`src/fcgirp_pkg.sv`:
```
// Shared types and constants for the FastCGI record parser.
`timescale 1ns / 1ps

package fcgirp_pkg;

  // Result item codes
  typedef enum logic [2:0] {
    EV_HEADER    = 3'd0,
    EV_BEGIN     = 3'd1,
    EV_LENGTHS   = 3'd2,
    EV_BYTE      = 3'd3,
    EV_UNKNOWN   = 3'd4,
    EV_BADVER    = 3'd5,
    EV_MALFORMED = 3'd6,
    EV_END       = 3'd7
  } fcgirp_event_t;

  // Record types handled by the parser
  localparam logic [7:0] REC_BEGIN  = 8'd1;
  localparam logic [7:0] REC_ABORT  = 8'd2;
  localparam logic [7:0] REC_PARAMS = 8'd4;
  localparam logic [7:0] REC_STDIN  = 8'd5;

  localparam logic [7:0] FCGI_VERSION = 8'd1;
  localparam logic [7:0] LEN_TOP      = 8'h7F;

  typedef struct packed {
    fcgirp_event_t event_res;
    logic [7:0]    record_type;
    logic [15:0]   request_id;
    logic [15:0]   content_length;
    logic [7:0]    padding_length;
    logic [15:0]   role;
    logic          keep_connection;
    logic [30:0]   name_length;
    logic [30:0]   value_length;
    logic [7:0]    payload_byte;
    logic          record_end;
  } fcgirp_res_t;

endpackage

```
`src/fcgirp_core.sv`:
```
// Parser state and per-byte decode: header, content, padding and params pairs.
`timescale 1ns / 1ps

module fcgirp_core (
  input  logic                clk,
  input  logic                rst_n,
  input  logic                step,
  input  logic [7:0]          stream_byte,
  output logic                res_valid,
  output fcgirp_pkg::fcgirp_res_t res
);
  import fcgirp_pkg::*;

  typedef enum logic [1:0] {
    PH_HEADER,
    PH_CONTENT,
    PH_PADDING
  } phase_t;

  typedef enum logic [2:0] {
    PP_NLEN,
    PP_NMORE,
    PP_VLEN,
    PP_VMORE,
    PP_NAME,
    PP_VALUE,
    PP_SKIP
  } pair_phase_t;

  phase_t      phase_r, phase_nxt;
  pair_phase_t pp_r, pp_nxt;
  logic [2:0]  hc_r, hc_nxt;
  logic [47:0] hf_r, hf_nxt;
  logic [15:0] cl_r, cl_nxt;
  logic [7:0]  pl_r, pl_nxt;
  logic [30:0] acc_r, acc_nxt;
  logic [30:0] pbl_r, pbl_nxt;
  logic [23:0] bb_r, bb_nxt;
  logic [1:0]  lb_r, lb_nxt;
  logic        aborted_r, aborted_nxt;

  fcgirp_event_t ev;
  logic        has_ev, end_f, blank, last, done;
  logic [15:0] pos;
  logic [15:0] role;
  logic        keep;
  logic [30:0] nl, vl;
  logic [7:0]  pb;
  logic [31:0] need;
  logic [7:0]  b;

  assign b = stream_byte;

  always_comb begin
    phase_nxt   = phase_r;
    pp_nxt      = pp_r;
    hc_nxt      = hc_r;
    hf_nxt      = hf_r;
    cl_nxt      = cl_r;
    pl_nxt      = pl_r;
    acc_nxt     = acc_r;
    pbl_nxt     = pbl_r;
    bb_nxt      = bb_r;
    lb_nxt      = lb_r;
    aborted_nxt = aborted_r;
    ev     = EV_END;
    has_ev = 1'b0;
    end_f  = 1'b0;
    blank  = 1'b0;
    last   = 1'b0;
    done   = 1'b0;
    pos    = '0;
    role   = '0;
    keep   = 1'b0;
    nl     = '0;
    vl     = '0;
    pb     = '0;
    need   = '0;

    if (step && !aborted_r) begin
      case (phase_r)
        PH_HEADER: begin
          if (hc_r == 3'd0) begin
            if (b != FCGI_VERSION) begin
              aborted_nxt = 1'b1;
              has_ev      = 1'b1;
              ev          = EV_BADVER;
              pb          = b;
              blank       = 1'b1;
            end else begin
              hf_nxt = '0;
              hc_nxt = 3'd1;
            end
          end else begin
            case (hc_r)
              3'd1: hf_nxt[47:40] = b;
              3'd2: hf_nxt[39:32] = b;
              3'd3: hf_nxt[31:24] = b;
              3'd4: hf_nxt[23:16] = b;
              3'd5: hf_nxt[15:8]  = b;
              3'd6: hf_nxt[7:0]   = b;
              default: ;
            endcase
            if (hc_r == 3'd7) begin
              hc_nxt  = 3'd0;
              cl_nxt  = hf_r[23:8];
              pl_nxt  = hf_r[7:0];
              pp_nxt  = PP_NLEN;
              acc_nxt = '0;
              pbl_nxt = '0;
              lb_nxt  = '0;
              bb_nxt  = '0;
              has_ev  = 1'b1;
              ev = (hf_r[47:40] inside {REC_BEGIN, REC_ABORT, REC_PARAMS, REC_STDIN}) ?
                   EV_HEADER : EV_UNKNOWN;
              if (hf_r[23:8] != 16'd0) begin
                phase_nxt = PH_CONTENT;
              end else if (hf_r[7:0] != 8'd0) begin
                phase_nxt = PH_PADDING;
              end else begin
                end_f = 1'b1;
              end
            end else begin
              hc_nxt = hc_r + 3'd1;
            end
          end
        end

        PH_CONTENT: begin
          pos    = hf_r[23:8] - cl_r;
          cl_nxt = cl_r - 16'd1;
          last   = (cl_nxt == 16'd0);

          if (hf_r[47:40] == REC_BEGIN) begin
            if (pos < 16'd3) begin
              case (pos[1:0])
                2'd0:    bb_nxt[23:16] = b;
                2'd1:    bb_nxt[15:8]  = b;
                default: bb_nxt[7:0]   = b;
              endcase
              if (pos == 16'd2) begin
                has_ev = 1'b1;
                ev     = EV_BEGIN;
                role   = bb_r[23:8];
                keep   = b[0];
              end else if (last) begin
                has_ev = 1'b1;
                ev     = EV_MALFORMED;
              end
            end
          end else if (hf_r[47:40] == REC_STDIN) begin
            has_ev = 1'b1;
            ev     = EV_BYTE;
            pb     = b;
          end else if (hf_r[47:40] == REC_PARAMS) begin
            case (pp_r)
              PP_NLEN: begin
                if (b[7]) begin
                  acc_nxt = {23'd0, b & LEN_TOP};
                  lb_nxt  = 2'd3;
                  pp_nxt  = PP_NMORE;
                end else begin
                  pbl_nxt = {23'd0, b};
                  pp_nxt  = PP_VLEN;
                end
              end
              PP_NMORE: begin
                acc_nxt = {acc_r[22:0], b};
                lb_nxt  = lb_r - 2'd1;
                if (lb_nxt == 2'd0) begin
                  pbl_nxt = acc_nxt;
                  pp_nxt  = PP_VLEN;
                end
              end
              PP_VLEN: begin
                if (b[7]) begin
                  acc_nxt = {23'd0, b & LEN_TOP};
                  lb_nxt  = 2'd3;
                  pp_nxt  = PP_VMORE;
                end else begin
                  acc_nxt = {23'd0, b};
                  done    = 1'b1;
                end
              end
              PP_VMORE: begin
                acc_nxt = {acc_r[22:0], b};
                lb_nxt  = lb_r - 2'd1;
                if (lb_nxt == 2'd0) begin
                  done = 1'b1;
                end
              end
              PP_NAME: begin
                has_ev  = 1'b1;
                ev      = EV_BYTE;
                pb      = b;
                pbl_nxt = pbl_r - 31'd1;
                if (pbl_nxt == 31'd0) begin
                  if (acc_r != 31'd0) begin
                    pbl_nxt = acc_r;
                    pp_nxt  = PP_VALUE;
                  end else begin
                    pp_nxt = PP_NLEN;
                  end
                end
              end
              PP_VALUE: begin
                has_ev  = 1'b1;
                ev      = EV_BYTE;
                pb      = b;
                pbl_nxt = pbl_r - 31'd1;
                if (pbl_nxt == 31'd0) begin
                  pp_nxt = PP_NLEN;
                end
              end
              default: ;
            endcase

            if (done) begin
              need   = {1'b0, pbl_nxt} + {1'b0, acc_nxt};
              nl     = pbl_nxt;
              vl     = acc_nxt;
              has_ev = 1'b1;
              if (need > {16'd0, cl_nxt}) begin
                ev     = EV_MALFORMED;
                pp_nxt = PP_SKIP;
              end else begin
                ev = EV_LENGTHS;
                if (pbl_nxt != 31'd0) begin
                  pp_nxt = PP_NAME;
                end else if (acc_nxt != 31'd0) begin
                  pbl_nxt = acc_nxt;
                  pp_nxt  = PP_VALUE;
                end else begin
                  pp_nxt = PP_NLEN;
                end
              end
            end

            // Content ran out in the middle of a length field
            if (last && !has_ev &&
                (pp_nxt == PP_NMORE || pp_nxt == PP_VLEN || pp_nxt == PP_VMORE)) begin
              has_ev = 1'b1;
              ev     = EV_MALFORMED;
            end
          end

          if (last) begin
            if (pl_r != 8'd0) begin
              phase_nxt = PH_PADDING;
            end else begin
              phase_nxt = PH_HEADER;
              end_f     = 1'b1;
            end
          end
        end

        PH_PADDING: begin
          pl_nxt = pl_r - 8'd1;
          if (pl_nxt == 8'd0) begin
            phase_nxt = PH_HEADER;
            end_f     = 1'b1;
          end
        end

        default: phase_nxt = PH_HEADER;
      endcase

      if (end_f && !has_ev) begin
        has_ev = 1'b1;
        ev     = EV_END;
      end
    end
  end

  assign res_valid = has_ev;

  always_comb begin
    res.event_res       = ev;
    res.record_type     = blank ? 8'd0  : hf_r[47:40];
    res.request_id      = blank ? 16'd0 : hf_r[39:24];
    res.content_length  = blank ? 16'd0 : hf_r[23:8];
    res.padding_length  = blank ? 8'd0  : hf_r[7:0];
    res.role            = role;
    res.keep_connection = keep;
    res.name_length     = nl;
    res.value_length    = vl;
    res.payload_byte    = pb;
    res.record_end      = end_f;
  end

  always_ff @(posedge clk) begin
    if (!rst_n) begin
      phase_r   <= PH_HEADER;
      pp_r      <= PP_NLEN;
      hc_r      <= '0;
      hf_r      <= '0;
      cl_r      <= '0;
      pl_r      <= '0;
      acc_r     <= '0;
      pbl_r     <= '0;
      bb_r      <= '0;
      lb_r      <= '0;
      aborted_r <= 1'b0;
    end else begin
      phase_r   <= phase_nxt;
      pp_r      <= pp_nxt;
      hc_r      <= hc_nxt;
      hf_r      <= hf_nxt;
      cl_r      <= cl_nxt;
      pl_r      <= pl_nxt;
      acc_r     <= acc_nxt;
      pbl_r     <= pbl_nxt;
      bb_r      <= bb_nxt;
      lb_r      <= lb_nxt;
      aborted_r <= aborted_nxt;
    end
  end

  // Abort lasts until reset
  a_abort_sticky: assert property (@(posedge clk) disable iff (!rst_n)
    aborted_r |=> aborted_r)
    else $error("abort flag cleared without reset");

  // Header byte count only advances during the header phase
  a_hc_phase: assert property (@(posedge clk) disable iff (!rst_n)
    (hc_r != 3'd0) |-> (phase_r == PH_HEADER))
    else $error("header count nonzero outside header phase");

  // Remaining length bytes only while a 4-byte length is being gathered
  a_lb_phase: assert property (@(posedge clk) disable iff (!rst_n)
    (lb_r != 2'd0) |-> (pp_r == PP_NMORE || pp_r == PP_VMORE))
    else $error("length byte count outside a long length field");

endmodule

```
`src/fcgirp_skid.sv`:
```
// Result register with skid stage between the parser and the result channel.
`timescale 1ns / 1ps

module fcgirp_skid (
  input  logic                        clk,
  input  logic                        rst_n,
  input  logic                        push_valid,
  input  fcgirp_pkg::fcgirp_res_t     push_data,
  output logic                        push_stall,
  output logic                        out_valid,
  output fcgirp_pkg::fcgirp_res_t     out_data,
  input  logic                        out_stall
);
  import fcgirp_pkg::*;

  logic        main_valid_r, main_valid_nxt;
  logic        skid_valid_r, skid_valid_nxt;
  fcgirp_res_t main_r, main_nxt;
  fcgirp_res_t skid_r, skid_nxt;
  logic        pop;

  assign pop = main_valid_r && !out_stall;

  always_comb begin
    main_valid_nxt = main_valid_r;
    skid_valid_nxt = skid_valid_r;
    main_nxt       = main_r;
    skid_nxt       = skid_r;
    if (!main_valid_r || pop) begin
      if (skid_valid_r) begin
        main_valid_nxt = 1'b1;
        main_nxt       = skid_r;
        skid_valid_nxt = 1'b0;
      end else begin
        main_valid_nxt = push_valid;
        main_nxt       = push_data;
      end
    end else if (push_valid && !skid_valid_r) begin
      skid_valid_nxt = 1'b1;
      skid_nxt       = push_data;
    end
  end

  always_ff @(posedge clk) begin
    if (!rst_n) begin
      main_valid_r <= 1'b0;
      skid_valid_r <= 1'b0;
    end else begin
      main_valid_r <= main_valid_nxt;
      skid_valid_r <= skid_valid_nxt;
    end
    main_r <= main_nxt;
    skid_r <= skid_nxt;
  end

  assign push_stall = skid_valid_r;
  assign out_valid  = main_valid_r;
  assign out_data   = main_r;

  a_skid_behind_main: assert property (@(posedge clk) disable iff (!rst_n)
    skid_valid_r |-> main_valid_r)
    else $error("skid entry held while result register empty");

  a_skid_fill: assert property (@(posedge clk) disable iff (!rst_n)
    (main_valid_r && out_stall && !skid_valid_r && push_valid) |=> skid_valid_r)
    else $error("result lost while output stalled");

  a_skid_drain: assert property (@(posedge clk) disable iff (!rst_n)
    (skid_valid_r && !out_stall) |=> !skid_valid_r)
    else $error("skid entry not drained on pop");

endmodule

```
`src/fastcgi_record_parser.sv`:
```
// Top level of the FastCGI record parser: byte input channel, result item channel.
//
// Usage:
//  - Input channel (in_valid / in_stall / in_stream_byte) takes one byte of the
//    connection stream per item. An item is taken on a clock edge where in_valid
//    is high and in_stall is low.
//  - Result channel (out_valid / out_stall / out_*) gives at most one result item
//    per input byte, in stream order. Bytes 0..6 of a good header, padding bytes
//    before the last one and skipped content give no result.
//  - Results are registered: out_* is driven by the result register, not by the decode.
//  - Throughput: one byte per cycle while in_stall is low; the decode for a byte fits
//    between the parser state registers and the result register.
//  - in_stall is registered: it rises only when the result register and the
//    skid entry are both occupied, i.e. after the receiver holds out_stall.
//    Taking bytes resumes the cycle after the skid entry drains.
//  - Reset (rst_n low, synchronous) drops any held result and returns the parser
//    to the start of a record header with the abort flag clear.
//  - A bad version byte gives one result and then every further byte is dropped
//    until reset.
`timescale 1ns / 1ps

module fastcgi_record_parser (
  input  logic        clk,
  input  logic        rst_n,
  input  logic        in_valid,
  output logic        in_stall,
  input  logic [7:0]  in_stream_byte,
  output logic        out_valid,
  input  logic        out_stall,
  output logic [2:0]  out_event_res,
  output logic [7:0]  out_record_type,
  output logic [15:0] out_request_id,
  output logic [15:0] out_content_length,
  output logic [7:0]  out_padding_length,
  output logic [15:0] out_role,
  output logic        out_keep_connection,
  output logic [30:0] out_name_length,
  output logic [30:0] out_value_length,
  output logic [7:0]  out_payload_byte,
  output logic        out_record_end
);
  import fcgirp_pkg::*;

  logic        in_accept;
  logic        core_valid;
  fcgirp_res_t core_res;
  fcgirp_res_t out_res;
  logic        skid_full;

  // Advance the parser only on an accepted byte
  assign in_accept = in_valid && !skid_full;
  assign in_stall  = skid_full;

  fcgirp_core u_core (
    .clk         (clk),
    .rst_n       (rst_n),
    .step        (in_accept),
    .stream_byte (in_stream_byte),
    .res_valid   (core_valid),
    .res         (core_res)
  );

  // Hold results here while the receiver stalls
  fcgirp_skid u_skid (
    .clk        (clk),
    .rst_n      (rst_n),
    .push_valid (core_valid),
    .push_data  (core_res),
    .push_stall (skid_full),
    .out_valid  (out_valid),
    .out_data   (out_res),
    .out_stall  (out_stall)
  );

  // Unpack the result item onto its field ports
  assign out_event_res       = out_res.event_res;
  assign out_record_type     = out_res.record_type;
  assign out_request_id      = out_res.request_id;
  assign out_content_length  = out_res.content_length;
  assign out_padding_length  = out_res.padding_length;
  assign out_role            = out_res.role;
  assign out_keep_connection = out_res.keep_connection;
  assign out_name_length     = out_res.name_length;
  assign out_value_length    = out_res.value_length;
  assign out_payload_byte    = out_res.payload_byte;
  assign out_record_end      = out_res.record_end;

endmodule

```
`config.mk`:
```
export PLATFORM = sky130hd
export DESIGN_NAME = fastcgi_record_parser
export DESIGN_NICKNAME = d
export VERILOG_FILES = /design/src/fcgirp_pkg.sv /design/src/fcgirp_core.sv /design/src/fcgirp_skid.sv /design/src/fastcgi_record_parser.sv
export SDC_FILE = /design/constraint.sdc
export NUM_CORES = 1
export LEC_CHECK = 0
export BUFFER_PORTS_ARGS = -buffer_cell sky130_fd_sc_hd__buf_2
export CAP_MARGIN = 10
export CORE_UTILIZATION = 50
export DETAILED_ROUTE_END_ITERATION = 10
export GPL_TIMING_DRIVEN = 0
export PLACE_DENSITY_LB_ADDON = 0.25
export SETUP_SLACK_MARGIN = 0.02
export SLEW_MARGIN = 15
export SYNTH_ARGS = -nofsm -noshare
export SYNTH_HDL_FRONTEND = slang
export SYNTH_SLANG_ARGS = --single-unit
```
`constraint.sdc`:
```
create_clock -name clk -period 15 [get_ports clk]
set_input_delay 3 -clock clk [delete_from_list [all_inputs] [get_ports clk]]
set_output_delay 3 -clock clk [all_outputs]
set_load 0.03 [all_outputs]
```
==> results of run 1 <==
-- path summary, 6_finish.rpt --
| path | start | end | slack, ps | cells after the start |
|---|---|---|---|---|
| worst min register to register | u_core.aborted_r | u_core.aborted_r | 480 | 2 |
| worst max-delay path | in_stream_byte[7] | u_core.pbl_r[12] | 3170 | 27 |
| worst max register to register | u_core.pbl_r[0] | u_core.pbl_r[12] | 3700 | 33 |
| worst min-delay path | u_core.aborted_r | u_core.aborted_r | 480 | 2 |
-- tightest hold or removal path, stage by stage (launching register included) --
cell                      delay [ps]
sky130_fd_sc_hd__dfxtp_1         320
sky130_fd_sc_hd__inv_1            50
sky130_fd_sc_hd__a21oi_1          60
-- placed cells by master, fill, tap and decap left out, types with 39 or more instances in the layout --
| master | Yosys | routed |
|---|---|---|
| sky130_fd_sc_hd__dfxtp_1 | 163 | 163 |
| sky130_fd_sc_hd__clkbuf_16 | 0 | 48 |
| sky130_fd_sc_hd__a21oi_1 | 130 | 128 |
| sky130_fd_sc_hd__inv_1 | 99 | 99 |
| sky130_fd_sc_hd__clkbuf_1 | 128 | 138 |
| sky130_fd_sc_hd__edfxtp_1 | 278 | 278 |
| sky130_fd_sc_hd__buf_2 | 0 | 150 |
| sky130_fd_sc_hd__and2_1 | 104 | 104 |
| sky130_fd_sc_hd__nand2_1 | 147 | 146 |
| sky130_fd_sc_hd__o21ai_0 | 77 | 77 |
| sky130_fd_sc_hd__a22oi_1 | 70 | 70 |
| sky130_fd_sc_hd__nor3_1 | 64 | 63 |
| sky130_fd_sc_hd__mux2i_1 | 59 | 59 |
| sky130_fd_sc_hd__nand3_1 | 67 | 67 |
| sky130_fd_sc_hd__nor4_1 | 42 | 39 |
| sky130_fd_sc_hd__ha_1 | 75 | 75 |
| sky130_fd_sc_hd__nor2_1 | 211 | 211 |
| sky130_fd_sc_hd__mux2_2 | 52 | 52 |
| sky130_fd_sc_hd__a21o_1 | 106 | 106 |
-- sequential cells by signal (all words and copies together) (netlist names), 8 cells and up --
signal           flops
u_core.cl_r         16
u_core.bb_r         16
u_core.hf_r         48
u_core.acc_r        31
u_core.pl_r          8
u_skid.skid_r      139
u_skid.out_data    139
u_core.pbl_r        31
-- logic make-up after synthesis --
family,Yosys count
and+or+nand+nor,837
AOI/OAI and AO/OA,622
DFF,441
buffers and inverters,242
muxes,111
adders and majority gates,77
xor gates and xnor gates,47
-- final cells by class --
type                            count  area, sq um  share of cell area
Buffer                            142          637              0.0233
Clock buffer                       62         1280              0.0471
Clock inverter                     26          282              0.0103
Inverter                          100          375              0.0138
Multi-Input combinational cell   1694        11400               0.416
Sequential cell                   441        11600               0.426
Tap cell                          607          759              0.0278
Timing Repair Buffer              160          971              0.0356
-- per-layer routing --
metal / GRT usage / routed length (um) / vias to the layer above
met2: 0.487 / 34400 / 938
met5: 0 / 0 / -
li1: - / - / 9306
met1: 0.478 / 36200 / 9880
met3: 0.0635 / 6850 / 148
met4: 0.0959 / 2260 / 0
-- through the flow --
step	total power, mW	worst slack (ps)	util	instance area [sq um]
after CTS	2.69	3480	0.582	27300
after floorplan	1.45	951	-	23900
after global routing	2.74	2920	0.582	27300
after detailed placement	1.51	2920	0.549	25700
after global placement	1.51	-9130	0.543	25400
final	2.67	3170	0.582	27300
-- where the power goes --
group / switching, mW / internal (mW)
logic: 0.122 / 0.0391
registers: 0.00820 / 1.31
clock network: 0.503 / 0.690
==> results.json, run 1 <==
{
  "run_status": "complete, but fails checks",
  "failed_checks": "DRC",
  "final_global_route_overflow_total": 0,
  "final.fill_count": 4079,
  "via_count": 20300,
  "top_cells_by_instance_count_after_synthesis": "sky130_fd_sc_hd__edfxtp_1 (278), sky130_fd_sc_hd__nor2_1 (211), sky130_fd_sc_hd__dfxtp_1 (163)",
  "final.setup_skew_ps": 41.5,
  "post-route-min-period_ps": 11830,
  "via_count_of_the_first_global_routing_pass": 19500,
  "critical_path.max_fanout": 10,
  "cts.repair_timing.setup_buffer_count": 0,
  "critical_path_class": "in -> reg",
  "cts_hold_repair.buffers": 0,
  "port-buffer-count": 150,
  "worstPathBufferInverterCount": 4,
  "share_of_post_route_cells_with_drive_strength_above_1": 0.140,
  "synth.cell_area_sq_um": 23900,
  "final_ant_viol_nets": 0,
  "fp.coreArea_sq_um": 46900,
  "cts_resized": 0,
  "synth.mux.area_fraction": 0.0492,
  "clk-insertion-delay-late_ps": 620,
  "unrepaired_setup_endpoints_after_global_routing": "no",
  "root_buffer": "sky130_fd_sc_hd__clkbuf_16",
  "die-height_um": 221,
  "grt_start_max_net_pins": 61,
  "fin_hold_ws_ps": 479,
  "place.detailed.hpwl_mm": 60.3,
  "post-synth-top-count-cell": "sky130_fd_sc_hd__edfxtp_1",
  "synth_top_cell_by_area": "sky130_fd_sc_hd__edfxtp_1",
  "antenna_found_initial": 0,
  "synthXorXnorAreaFrac": 0.0172,
  "cts-htree-levels": 2,
  "synth_flop_cell": "sky130_fd_sc_hd__edfxtp_1",
  "synthDistinctLibCells": 90,
  "synth_top_family_by_area": "simple AND/OR/NAND/NOR gates",
  "seq_area_frac_synth": 0.485,
  "synth_top_area_frac": 0.349,
  "totalNegativeSetupSlack_ps": 0,
  "final_max_slew_viol_count": 0,
  "floorplan.die_area_sq_um": 48700,
  "critical-path-slowest-cell": "sky130_fd_sc_hd__a2111oi_0",
  "p_leak_nw": 11.7,
  "ys_seq_elements": 441,
  "ir_drop_mv": 0.102,
  "synth-simple-area-share": 0.184,
  "finalWeightedCongestion": 0.994,
  "clock_tree_from_tritoncts": "yes",
  "post_drt_via_cell_ratio": 6.27,
  "synth_fa_ha_area_frac": 0.0409,
  "dp_cells": 3144,
  "mappedNetlistNets": 2466,
  "critical-path-top-cell-by-count": "sky130_fd_sc_hd__clkbuf_1",
  "cts_num_sinks": 441,
  "start_util": 0.511,
  "maxCapViolations": 0,
  "num_antenna_cells": 0,
  "worst_path_dominant_cell_family": "compound AO/OA/AOI/OAI gates",
  "slew_headroom": 0.121,
  "cellPowerDensity_nw_per_um2": 98.1,
  "detail_route.first_pass.iterations": 11,
  "worstPathRequired_ps": 15480,
  "drt_iter0_drc": 2154,
  "complex_gate_fraction_of_the_synthesized_area": 0.181,
  "fmaxAchievable_mhz": 84.5,
  "holdCritPathClass": "reg -> reg",
  "final_cells": 3232,
  "syn_to_final_growth_pct": 14.0,
  "timing.final.setup_violations": 0,
  "crit_path_end_kind": "flip-flop",
  "max_clock_buf_depth": 3,
  "worst-slew-pin-transition_ps": 1310,
  "startpoint_type": "input port",
  "finalCritPeriodShare": 0.789,
  "endpoint_arrival_time_on_the_critical_path_ps": 12310,
  "remaining_drc_errors": 11,
  "clk_pin_slew_worst_paths_ps": 60,
  "critPathMaxStageDelay_ps": 890,
  "grt.total_usage": 0.327,
  "tritoncts.num_buffers": 47,
  "finish.net_count": 2675,
  "asyncSetResetFlopFracSynth": 0,
  "grt_first_pass_wirelength_mm": 120,
  "rows": 79,
  "synth_top_cells_by_area": "sky130_fd_sc_hd__edfxtp_1 (35%), sky130_fd_sc_hd__dfxtp_1 (14%), sky130_fd_sc_hd__ha_1 (3.9%), sky130_fd_sc_hd__a21o_1 (3.3%), sky130_fd_sc_hd__nor2_1 (3.3%)",
  "number_of_flops_mapped_to_enable_cells_by_yosys": 278,
  "die_x_um": 221,
  "syn-instance-count": 2377,
  "synth.avg_cell_area_sq_um": 10.1,
  "drt-wirelength-per-cell_um": 24.6,
  "ioPinCount": 153,
  "timing.final.hold_violations": 0,
  "yosysWarningCount": 0,
  "route.final.wire_length_mm": 79.7
}
Note: power is estimated with default switching activity, not from simulation.
==> run 2, diff against run 1 <==
Settings changed: ABC_AREA set to 1.
Clock period 15 ns to 10.7 ns, I/O delays scaled along.
==> results.json, run 2 <==
{
  "complex_gate_fraction_of_the_synthesized_area": 0.155,
  "floorplan.die_area_sq_um": 50900,
  "startpoint_type": "input port",
  "remaining_drc_errors": 0,
  "cts_num_sinks": 441,
  "p_leak_nw": 12.4,
  "endpoint_arrival_time_on_the_critical_path_ps": 9770,
  "regToRegSetupSlack_ps": 1380,
  "synth_top_family_by_area": "simple AND/OR/NAND/NOR gates",
  "num_antenna_cells": 0,
  "holdCritPathClass": "reg -> reg",
  "cts_hold_repair.buffers": 0,
  "rr_worst_depth": 44,
  "grt_first_pass_wirelength_mm": 130,
  "cts-htree-levels": 2,
  "asyncSetResetFlopFracSynth": 0,
  "final.fill_count": 4477,
  "post-synth-top-count-cell": "sky130_fd_sc_hd__nand2_1",
  "clk-insertion-delay-late_ps": 600,
  "final_global_route_overflow_total": 0,
  "port-buffer-count": 151,
  "share_of_post_route_cells_with_drive_strength_above_1": 0.117,
  "area_of_the_multi_input_gates_sq_um": 11500,
  "dp_cells": 3970,
  "final.setup_skew_ps": 29.3,
  "synth.mux.area_fraction": 0,
  "synth_top_cell_by_area": "sky130_fd_sc_hd__edfxtp_1",
  "die-height_um": 226,
  "hold_path_startpoint": "u_core.bb_r[18]",
  "fmaxAchievable_mhz": 106,
  "finalCritPeriodShare": 0.885,
  "totalNegativeSetupSlack_ps": 0,
  "place_area_sq_um": 26900,
  "critical_path_class": "in -> reg",
  "max_clock_buf_depth": 3,
  "ioPinCount": 153,
  "number_of_flops_mapped_to_enable_cells_by_yosys": 278,
  "most_frequent_cells_in_the_layout": "sky130_fd_sc_hd__nand2_1 (751), sky130_fd_sc_hd__inv_1 (364), sky130_fd_sc_hd__nor2_1 (297)",
  "final_cells": 4059,
  "die_x_um": 226,
  "synth-simple-area-share": 0.240,
  "post_drt_via_cell_ratio": 5.71,
  "post-route-min-period_ps": 9470,
  "clk_pin_slew_worst_paths_ps": 60,
  "place.detailed.hpwl_mm": 67.4,
  "grt.total_usage": 0.339,
  "drt_iter0_drc": 2158,
  "detail_route.first_pass.iterations": 6,
  "route.final.wire_length_mm": 86.9,
  "timing.final.hold_violations": 0,
  "antenna_found_initial": 0,
  "final_ant_viol_nets": 0,
  "cts_resized": 0,
  "syn-instance-count": 3149,
  "slew_headroom": 0.224,
  "mappedNetlistNets": 3238,
  "rows": 81,
  "seq_area_frac_synth": 0.464,
  "final_common_cell": "sky130_fd_sc_hd__nand2_1",
  "syn_to_final_growth_pct": 14.4,
  "maxCapViolations": 0,
  "cts.repair_timing.setup_buffer_count": 0,
  "worstPathRequired_ps": 10990,
  "crit_path_end_kind": "flip-flop",
  "ys_seq_elements": 441,
  "synth_top_area_frac": 0.334,
  "sequential_cell_area_sq_um": 11600,
  "critical-path-slowest-cell": "sky130_fd_sc_hd__nor2_4",
  "worst-slew-pin-transition_ps": 1150,
  "cellPowerDensity_nw_per_um2": 145,
  "fin_hold_ws_ps": 449,
  "crit_start": "in_stream_byte[7]",
  "worstReg2RegStart": "u_core.pp_r[2]",
  "top_cells_by_instance_count_after_synthesis": "sky130_fd_sc_hd__nand2_1 (757), sky130_fd_sc_hd__inv_1 (368), sky130_fd_sc_hd__nor2_1 (299)",
  "timing.rr.end": "u_skid.skid_r[38]",
  "drt-wirelength-per-cell_um": 21.4,
  "tritoncts.num_buffers": 48,
  "via_count": 23200,
  "grt_start_max_net_pins": 103,
  "finish.net_count": 3445,
  "finalWeightedCongestion": 1.02,
  "fp.coreArea_sq_um": 49200,
  "postLayoutCellArea_sq_um": 28600,
  "clock_tree_from_tritoncts": "yes",
  "min_delay_path_depth": 2,
  "yosysWarningCount": 0,
  "timing.critical_path.to": "u_skid.skid_r[38]",
  "synth.avg_cell_area_sq_um": 7.94,
  "start_util": 0.509,
  "critPathMaxStageDelay_ps": 490,
  "unrepaired_setup_endpoints_after_global_routing": "no",
  "ir_drop_mv": 0.136,
  "timing.final.setup_violations": 0,
  "synth.cell_area_sq_um": 25000,
  "final_max_slew_viol_count": 0,
  "run_status": "finished clean",
  "synth_top_cells_by_area": "sky130_fd_sc_hd__edfxtp_1 (33%), sky130_fd_sc_hd__dfxtp_1 (13%), sky130_fd_sc_hd__nand2_1 (11%), sky130_fd_sc_hd__o21ai_0 (5.6%), sky130_fd_sc_hd__inv_1 (5.5%)",
  "critical-path-top-cell-by-count": "sky130_fd_sc_hd__nand2_1",
  "synth_fa_ha_area_frac": 0.0391,
  "synthXorXnorAreaFrac": 0.0186,
  "synth_flop_cell": "sky130_fd_sc_hd__edfxtp_1",
  "critical_path.max_fanout": 30,
  "via_count_of_the_first_global_routing_pass": 22100,
  "synthDistinctLibCells": 56,
  "root_buffer": "sky130_fd_sc_hd__clkbuf_16"
}
run 2: cell types whose count changed after synthesis, moves of 88 or more:
cell	delta
sky130_fd_sc_hd__o21ai_0	+203
sky130_fd_sc_hd__inv_1	+269
sky130_fd_sc_hd__and2_1	-102
sky130_fd_sc_hd__nand2_1	+610
sky130_fd_sc_hd__a21o_1	-95
sky130_fd_sc_hd__nor2_1	+88
run 2: worst min path at each step:
stage          slack [ps]         endpoint
6_report              450  u_core.bb_r[18]
2_1_floorplan         420  u_core.bb_r[18]
4_1_cts               450  u_core.bb_r[18]
5_1_grt               470  u_core.bb_r[18]
3_3_place_gp          440  u_core.bb_r[20]
3_5_place_dp          440  u_core.bb_r[18]
run 2: metrics by stage:
| stage | total power, mW | utilization | setup WS [ps] |
|---|---|---|---|
| finish | 4.14 | 0.582 | 1230 |
| global route | 4.25 | 0.582 | 854 |
| CTS | 4.16 | 0.582 | 1440 |
| detailed placement | 2.41 | 0.548 | 844 |
| global placement | 2.41 | 0.545 | -6600 |
| floorplan | 2.26 | - | -1640 |
run 2: cell type report:
cell class | instances | area share
Multi-Input combinational cell | 2187 | 0.402
Timing Repair Buffer | 157 | 0.0312
Tap cell | 664 | 0.0291
Sequential cell | 441 | 0.406
Clock inverter | 24 | 0.0113
Clock buffer | 65 | 0.0471
Buffer | 140 | 0.0228
Inverter | 381 | 0.0501
run 2: report_power, final:
| part | switching, mW | leakage, nW | total (mW) | internal (mW) |
|---|---|---|---|---|
| Combinational | 0.347 | 7.42 | 0.451 | 0.105 |
| Sequential | 0.0274 | 4.18 | 1.93 | 1.90 |
| Clock | 0.703 | 0.808 | 1.76 | 1.05 |
| Total | 1.08 | 12.4 | 4.14 | 3.06 |
run 2: critical path, delay by kind of cell:
kind	cells	cell delay (ps)
simple gates	22	3370
buf+inv	10	1870
xor+xnor	1	310
fa+ha+maj	2	700
compound gates	6	1240
run 2: per-layer routing:
layer	GRT usage	routed length, um	vias up
met5	0	0	-
met4	0.175	4710	0
met3	0.0441	5230	210
met2	0.581	42100	871
met1	0.417	34900	11000
li1	-	-	11100
run 2: logic make-up after synthesis:
kind of cell	Yosys count
AO/OA/AOI/OAI	670
XOR/XNOR	53
adder cells (fa/ha/maj)	77
flip-flops	441
AND/OR/NAND/NOR	1387
buffers and inverters	521
